**config.mk**
```make
export PLATFORM = sky130hd
export DESIGN_NAME = tql_ctrl
export DESIGN_NICKNAME = d
export VERILOG_FILES = /design/src/rtl/core/tql_pkg.sv /design/src/rtl/core/tql_ctrl.sv
export SDC_FILE = /design/constraint.sdc
export NUM_CORES = 1
export LEC_CHECK = 0
export BUFFER_PORTS_ARGS = -buffer_cell sky130_fd_sc_hd__buf_2
export CAP_MARGIN = 20
export CORE_AREA = 2 2 39 41
export CTS_BUF_LIST = sky130_fd_sc_hd__clkbuf_16
export DETAILED_ROUTE_END_ITERATION = 6
export DIE_AREA = 0 0 41 43
export MAX_ROUTING_LAYER = met4
export RECOVER_POWER = 25
export SLEW_MARGIN = 20
export SYNTH_ARGS = -nofsm -noshare
export SYNTH_HDL_FRONTEND = slang
export SYNTH_SLANG_ARGS = --single-unit
```
**constraint.sdc**
```tcl
create_clock -name clock -period 3.3 [get_ports clock]
set_input_delay 0.33 -clock clock [delete_from_list [all_inputs] [get_ports clock]]
set_output_delay 0.33 -clock clock [all_outputs]
set_load 0.005 [all_outputs]
```
**src/rtl/core/tql_pkg.sv**
```systemverilog
// Shared types and constants for the tabular Q-learning agent.
// Used by tql_ctrl, tql_dp and tabular_q_learning_agent; depends on nothing.

package tql_pkg;

   // Table geometry: one row per state, two signed Q16.16 action values per row.
   localparam int NUM_STATES = 128;
   localparam int STATE_W    = $clog2(NUM_STATES);
   localparam int Q_W        = 32;
   localparam int ROW_W      = 2 * Q_W;

   localparam int REWARD_W   = 11;
   localparam int PCT_W      = 7;
   localparam int COEF_W     = 16;

   // Request payload layout, lowest bit first.
   localparam int REQ_CUR_LSB  = 0;
   localparam int REQ_ACT_LSB  = REQ_CUR_LSB + STATE_W;
   localparam int REQ_RWD_LSB  = REQ_ACT_LSB + 1;
   localparam int REQ_NXT_LSB  = REQ_RWD_LSB + REWARD_W;
   localparam int REQ_PCT_LSB  = REQ_NXT_LSB + STATE_W;
   localparam int REQ_RBIT_LSB = REQ_PCT_LSB + PCT_W;
   localparam int REQ_USED_W   = REQ_RBIT_LSB + 1;
   localparam int REQ_DATA_W   = ((REQ_USED_W + 7) / 8) * 8;

   // Result payload layout, lowest bit first.
   localparam int RSP_USED_W   = 1 + 1 + Q_W + 1;
   localparam int RSP_DATA_W   = ((RSP_USED_W + 7) / 8) * 8;

   // Request kinds carried on tuser.
   localparam logic REQ_CHOOSE = 1'b0;
   localparam logic REQ_UPDATE = 1'b1;

   // Configuration register indexes and reset values.
   localparam int CSR_IDX_W = 2;
   localparam logic [CSR_IDX_W-1:0] CSR_ALPHA   = 2'd0;
   localparam logic [CSR_IDX_W-1:0] CSR_GAMMA   = 2'd1;
   localparam logic [CSR_IDX_W-1:0] CSR_EPSILON = 2'd2;

   localparam logic [COEF_W-1:0] ALPHA_RST   = 16'd6554;
   localparam logic [COEF_W-1:0] GAMMA_RST   = 16'd58982;
   localparam logic [PCT_W-1:0]  EPSILON_RST = 7'd10;

   // Commands from the controller to the datapath.
   typedef struct packed {
      logic capture;    // latch the request and read both table rows
      logic eval;       // choose decision, or discounted maximum and current value
      logic diff;       // temporal difference
      logic mul;        // scale by alpha
      logic write_row;  // clamp, write the row back, hold the result
      logic load_out;   // move the held result into the output register
   } dp_cmd_type;

   typedef struct packed {
      logic is_update;
   } dp_status_type;

endpackage

```
**src/rtl/core/tql_ctrl.sv**
```systemverilog
// Sequencing state machine and result handshake for the Q-learning agent.
// Depends on tql_pkg; drives tql_dp through dp_cmd_type commands.

module tql_ctrl (
   input  logic                   clock,
   input  logic                   reset,
   input  logic                   req_tvalid,
   output logic                   req_tready,
   output logic                   rsp_tvalid,
   input  logic                   rsp_tready,
   input  tql_pkg::dp_status_type status,
   output tql_pkg::dp_cmd_type    cmd
);
   import tql_pkg::*;

   typedef enum logic [2:0] {
      S_IDLE,
      S_EVAL,
      S_DIFF,
      S_MUL,
      S_WRITE,
      S_DONE
   } state_type;

   state_type state_ff, state_in;
   logic      rsp_valid_ff, rsp_valid_in;
   logic      accept;
   logic      slot_free;

   assign req_tready = (state_ff == S_IDLE);
   assign accept     = req_tvalid && req_tready;
   assign rsp_tvalid = rsp_valid_ff;
   assign slot_free  = !rsp_valid_ff || rsp_tready;

   always_comb begin
      state_in = state_ff;
      cmd      = '0;
      case (state_ff)
         S_IDLE: begin
            cmd.capture = accept;
            if (accept) begin
               state_in = S_EVAL;
            end
         end
         S_EVAL: begin
            cmd.eval = 1'b1;
            state_in = status.is_update ? S_DIFF : S_DONE;
         end
         S_DIFF: begin
            cmd.diff = 1'b1;
            state_in = S_MUL;
         end
         S_MUL: begin
            cmd.mul  = 1'b1;
            state_in = S_WRITE;
         end
         S_WRITE: begin
            cmd.write_row = 1'b1;
            state_in      = S_DONE;
         end
         S_DONE: begin
            // The result waits here until the output register is free.
            cmd.load_out = slot_free;
            if (slot_free) begin
               state_in = S_IDLE;
            end
         end
         default: begin
            state_in = S_IDLE;
         end
      endcase
   end

   always_comb begin
      rsp_valid_in = rsp_valid_ff;
      if (cmd.load_out) begin
         rsp_valid_in = 1'b1;
      end else if (rsp_tready) begin
         rsp_valid_in = 1'b0;
      end
   end

   always_ff @(posedge clock) begin
      if (reset) begin
         state_ff     <= S_IDLE;
         rsp_valid_ff <= 1'b0;
      end else begin
         state_ff     <= state_in;
         rsp_valid_ff <= rsp_valid_in;
      end
   end

   // Only update requests write the table.
   a_write_only_update: assert property (@(posedge clock) disable iff (reset)
      cmd.write_row |-> status.is_update)
      else $error("table write during a choose request");

   // A pending result is never overwritten.
   a_no_overwrite: assert property (@(posedge clock) disable iff (reset)
      cmd.load_out |-> (!rsp_valid_ff || rsp_tready))
      else $error("output register overwritten while stalled");

   // An accepted request always proceeds to evaluation.
   a_accept_eval: assert property (@(posedge clock) disable iff (reset)
      accept |=> (state_ff == S_EVAL))
      else $error("accepted request did not start evaluation");

   // A new result appears only after the completion state.
   a_valid_source: assert property (@(posedge clock) disable iff (reset)
      $rose(rsp_valid_ff) |-> $past(state_ff == S_DONE))
      else $error("result presented outside completion");

endmodule

```
### Word-level counts from Yosys, hierarchy flattened

Index checks and enable logic that the tools add are counted.

* register bits: 4
* word-level logic and storage cells: 27
* input port bits: 5

* mux-type cells: 12
* equal/unequal tests: 7
* reduce and logical (&&, ||, !) cells: 6

Operators by type and width (count)
* 3-bit one-hot mux with 6 select lines: 1
* 3-bit two-way mux: 3
* 1-bit two-way mux: 8
* 3-bit by 2-bit == test with 1-bit output, second input constant: 2
* 3-bit == test, second input constant: 2
* 3-bit by 1-bit == test with 1-bit output, second input constant: 1
* 3-bit zero test: 1
* 2-bit by 1-bit inequality test with 1-bit output, second input constant: 1
* 2-bit inequality test, second input constant: 1
* 2-bit AND reduction: 1
* 2-bit nonzero test: 1
* 1-bit logical AND: 1
* 1-bit zero test: 1
* 1-bit logical OR: 1

### Longest topological paths before layout

Gate-level depths: netlist of run 1.

* word-level depth: 4
* gate-level depth with buffers: 4
* depth with buffers taken out: 3

### Least setup slack after synthesis of run 1

Ideal clock, no wire load.

* path type: flip-flop to output port
* start: register state_ff[0]
* end: output port cmd[5] (netlist bit)
* data arrival time: 0.782 ns
* setup slack: 2.188 ns
* cell stages (with the launch flop): 4
* buffers on the path: 1
* cells stage by stage: dfxtp_1 buf_6 nor3_1 and2_1

RTL lines
* from (decl): RTL line tql_ctrl.sv:25 `state_type state_ff, state_in;`
* from (signal assigned): RTL line tql_ctrl.sv:88 `state_ff <= state_in;`
* to (decl): RTL line tql_ctrl.sv:12 `output tql_pkg::dp_cmd_type cmd`

==> run metrics, run 1 <==
status complete, no violations; final hold vios 0; P per Cell Area 764 mW/mm^2; CP Data Arrival Time 1170 ps; Max Buffers Root-to-Sink 2; Slew Limit Fails 0; post-synthesis cell type count 19; CP cell instances nor3_1, and2_1, buf_2; Hold Crit Class in2reg; Crit-path slowest cell dfxtp_1; worst skew pair latency 230 ps; I/O Buffers 12; vias in the first global route 205; clock root buffer clkbuf_16; Syn Inst Count 32; VDD IR max 0.208 mV; post-synthesis sequential area ratio 30.8%; DP HPWL 420 microns; Synth async-reset ratio 0%; final setup fails 0; CP startpoint kind flip-flop; CTS tree built; top-area cell type share of the netlist area 30.8%; Rel. slew slack 72.5%; LEAKAGE 0.176 nW; first-pass GRT wire length 779 microns; Reg clk slew, reported paths 30 ps; routed vias 271; routed wire length 521 microns; fin crit period 1500 ps; crit-path max cell delay 560 ps; worst path required time 2970 ps; Total GRT Usage 8.02%; biggest area consumer among synthesized cells dfxtp_1; CTS H-Tree Depth 1; Placer Congestion 0.656; num rows 14; die width 41 microns; Starting Density 18.8%; postcts setup bufs 0; full die area 0.00176 sq mm; share of cells above drive strength 1 43.2%; clock sink count 4; Max Cap Violations 0; DRC viols 0; n_diodes 0; CTS Hold Bufs 0; Ports 13; synth top area cells dfxtp_1 (31%), nor3_1 (9.6%), buf_6 (8.7%); Tot Pwr 0.000293 W; core area 0.00138 sq mm; Chip Height 43 microns; post-route ant nets 0; drt wl/cell 8.68 microns; synthesis-to-finish area growth 47.6%; drt pass-1 iters 1; Nets 51; synthesized area 260 sq um; Resize count post-CTS 0; DRT iter0 DRCs 0; Critical Path End Type primary output; Tightest Pin Transition 412 ps; fmax 665 MHz; Top FF cell, synth dfxtp_1; antenna violations before repair 0; clk_skew 2.25 ps; CP max FO 13; worst setup path category reg2out; drt via density 4.52; setup TNS 0 ps; Seq cells post-synth 4; syn nets 37; Buf/Inv on CP 1; RSZ-0062 raised after global routing false; number of synthesized flops with an enable pin 0; period utilisation layout 45.6%; CP top delay family flip-flops; Synth Warn # 0; Mapped Avg Cell Area 8.13 sq um; Num CTS Buffers 3; R2R Setup Slk 2190 ps; largest net degree at the start of global routing 14; total congestion overflow 0
## layer usage
layer  vias up  share of wire, %  GRT usage [%]
met1       121                33           5.13
met3         5               9.8           6.28
met5         -                 0              -
li1        138                 -              -
met2         7                52           10.9
met4         0               5.4           10.0
## logic make-up after synthesis
group	Yosys count	share of synthesized area [%]
flip-flops	4	30.8
buffers and inverters	5	14.4
AND/OR/NAND/NOR	16	30.8
multiplexers	1	4.33
AO/OA/AOI/OAI	6	19.7
## where the power goes
group          switching, W  internal [W]  total (W)
Clock             0.0000349      0.000155   0.000190
Combinational     0.0000196     0.0000214  0.0000410
Sequential       0.00000917     0.0000534  0.0000626
## final cells by class
class | count | area (sq um)
timing repair buffer | 12 | 58.8
sequential | 4 | 80.1
clock buffer | 3 | 75.1
tap | 16 | 20.0
multi-input combinational | 23 | 143
fill | 154 | 1000
inverter | 2 | 7.51
## synthesized netlist by cell type (2+ instances only)
cell,n
nor2_1,5
nor3_1,5
dfxtp_1,4
buf_6,2
inv_2,2
## path summary, 6_finish.rpt
| kind | cells after the start | start | endpoint |
|---|---|---|---|
| max reg2reg | 3 | state_ff[0]$_SDFFE_PP0P_ | state_ff[0]$_SDFFE_PP0P_ |
| max | 3 | state_ff[2]$_SDFFE_PP0P_ | cmd[5] |
| min | 2 | reset | rsp_tvalid$_SDFFE_PP0P_ |
| min reg2reg | 3 | rsp_tvalid$_SDFFE_PP0P_ | rsp_tvalid$_SDFFE_PP0P_ |
## cells in the final DEF, fill, tap and decap left out, drive strengths merged, types with 2 or more instances in the layout
cell type,n
a21oi,2
dfxtp,4
buf,11
nor2,5
clkbuf,4
nor3,5
inv,2
## through the flow
step                      std cells  util [%]  worst slack (ps)  hold WS, ps  area [sq um]
after global placement           57      22.4              2040          559           310
after global routing             60      27.8              1720          351           384
final                            60      27.8              1800          327           384
after floorplan                  32         -              2190          399           260
after detailed placement         57      22.4              2030          566           310
after CTS                        60      27.8              1790          333           385
## sequential cells by signal (all words and copies together), names as in the netlist
signal      flops
rsp_tvalid      1
state_ff        3
## worst register-to-register path, delay by kind of cell (launching register included)
| family | cells | cell delay, ps |
|---|---|---|
| AND/OR/NAND/NOR | 1 | 170 |
| AO/OA/AOI/OAI | 2 | 390 |
| flip-flops | 1 | 450 |
Power figures use the tool's default switching activity.
==> inputs of run 2 (changes only) <==
==> constraint.sdc (replaced) <==
create_clock -name clock -period 1.6 [get_ports clock]
set_input_delay 0.16 -clock clock [delete_from_list [all_inputs] [get_ports clock]]
set_output_delay 0.16 -clock clock [all_outputs]
set_load 0.005 [all_outputs]
==> run metrics, run 2 (synthesized netlist as in run 1, its figures left out) <==
status complete, no violations; DRT iter0 DRCs 1; Tightest Pin Transition 421 ps; CTS Hold Bufs 0; period utilisation layout 83.8%; total congestion overflow 0; Ports 13; clk_skew 2.88 ps; clock sink count 4; full die area 0.00176 sq mm; Critical Path End Type primary output; final setup fails 0; CP cell instances nor3_1, and2_1, buf_2; drt pass-1 iters 4; post-route setup slack 259 ps; num rows 14; worst path required time 1440 ps; Resize count post-CTS 0; core area 0.00138 sq mm; setup TNS 0 ps; sequential cell area 80.1 sq um; largest net degree at the start of global routing 14; DP HPWL 400 microns; I/O Buffers 12; LEAKAGE 0.176 nW; worst setup path category reg2out; drt wl/cell 8.40 microns; Total GRT Usage 7.92%; fmax 745 MHz; Chip Height 43 microns; DRC viols 0; fin crit period 1340 ps; CP top delay family flip-flops; Max Cap Violations 0; most common cell after layout, fill and taps aside buf_2; hold_sp reset; post-route ant nets 0; Hold Crit Class in2reg; CP Data Arrival Time 1180 ps; Reg clk slew, reported paths 30 ps; synthesis-to-finish area growth 47.6%; crit path launch state_ff[2]$_SDFFE_PP0P_; reg2reg path depth 3; Starting Density 18.8%; CP Depth 3; postcts setup bufs 0; RSZ-0062 raised after global routing false; Max Buffers Root-to-Sink 2; Nets 51; routed wire length 504 microns; clock root buffer clkbuf_16; Slew Limit Fails 0; P per Cell Area 1560 mW/mm^2; fillers 159; vias in the first global route 216; first-pass GRT wire length 841 microns; VDD IR max 0.597 mV; CP max FO 13; share of cells above drive strength 1 43.2%; Buf/Inv on CP 1; multi-input logic area 143 sq um; CTS tree built; most frequent cells in the layout buf_2 (11), nor2_1 (5), nor3_1 (5), dfxtp_1 (4), clkbuf_16 (3); CP startpoint kind flip-flop; R2R Setup Slk 510 ps; Rel. slew slack 71.9%; routed vias 255; final hold vios 0; Largest Register state_ff; CTS H-Tree Depth 1; start of the worst register-to-register path state_ff[0]$_SDFFE_PP0P_; Crit-path slowest cell dfxtp_1; Largest register FFs 3; die width 41 microns; hold path cells 2; drt via density 4.25; worst skew pair latency 220 ps; Num CTS Buffers 3; crit-path max cell delay 570 ps; antenna violations before repair 0; Placer Congestion 0.650; pre-CTS WS 470 ps; n_diodes 0
[run 2: cell counts in the layout (fill, tap and decap cells not counted)]
Identical to the previous run, type by type.
[run 2: worst register-to-register path, cell delays in order (launching register included)]
cell and delay, ps:
dfxtp_1 450, or3_1 170, a21oi_2 50, a2111oi_2 320
[run 2: metal layers]
layer  wire length (microns)  GRT usage [%]  vias to the layer above
li1                        -              -                      136
met1                     206           8.36                      115
met5                       0              -                        -
met4                       0           10.0                        0
met2                     275           9.38                        4
met3                      22           3.14                        0
[run 2: area by class of cell]
cell class | count | area share, %
Clock buffer | 3 | 19.5
Inverter | 2 | 1.95
Multi-Input combinational cell | 23 | 37.1
Sequential cell | 4 | 20.8
Tap cell | 16 | 5.21
Timing Repair Buffer | 12 | 15.3
[run 2: where the power goes]
group,switching [W],internal (W)
clock network,0.0000661,0.000319
logic,0.0000395,0.0000442
registers,0.0000192,0.000110
total,0.000125,0.000473
[run 2: stage by stage]
step	cell area [sq um]	hold WS, ps	power [W]	utilization [%]	instances
final	384	152	0.000598	27.8	60
after CTS	385	156	0.000609	27.8	60
after global placement	310	391	0.000216	22.4	57
after floorplan	260	229	0.000198	-	32
after detailed placement	310	387	0.000218	22.4	57
after global routing	384	169	0.000630	27.8	60
[run 2: final timing paths]
kind,end
hold reg to reg,rsp_tvalid$_SDFFE_PP0P_
hold / removal,state_ff[2]$_SDFFE_PP0P_
setup / recovery,cmd[5]
setup reg to reg,state_ff[0]$_SDFFE_PP0P_
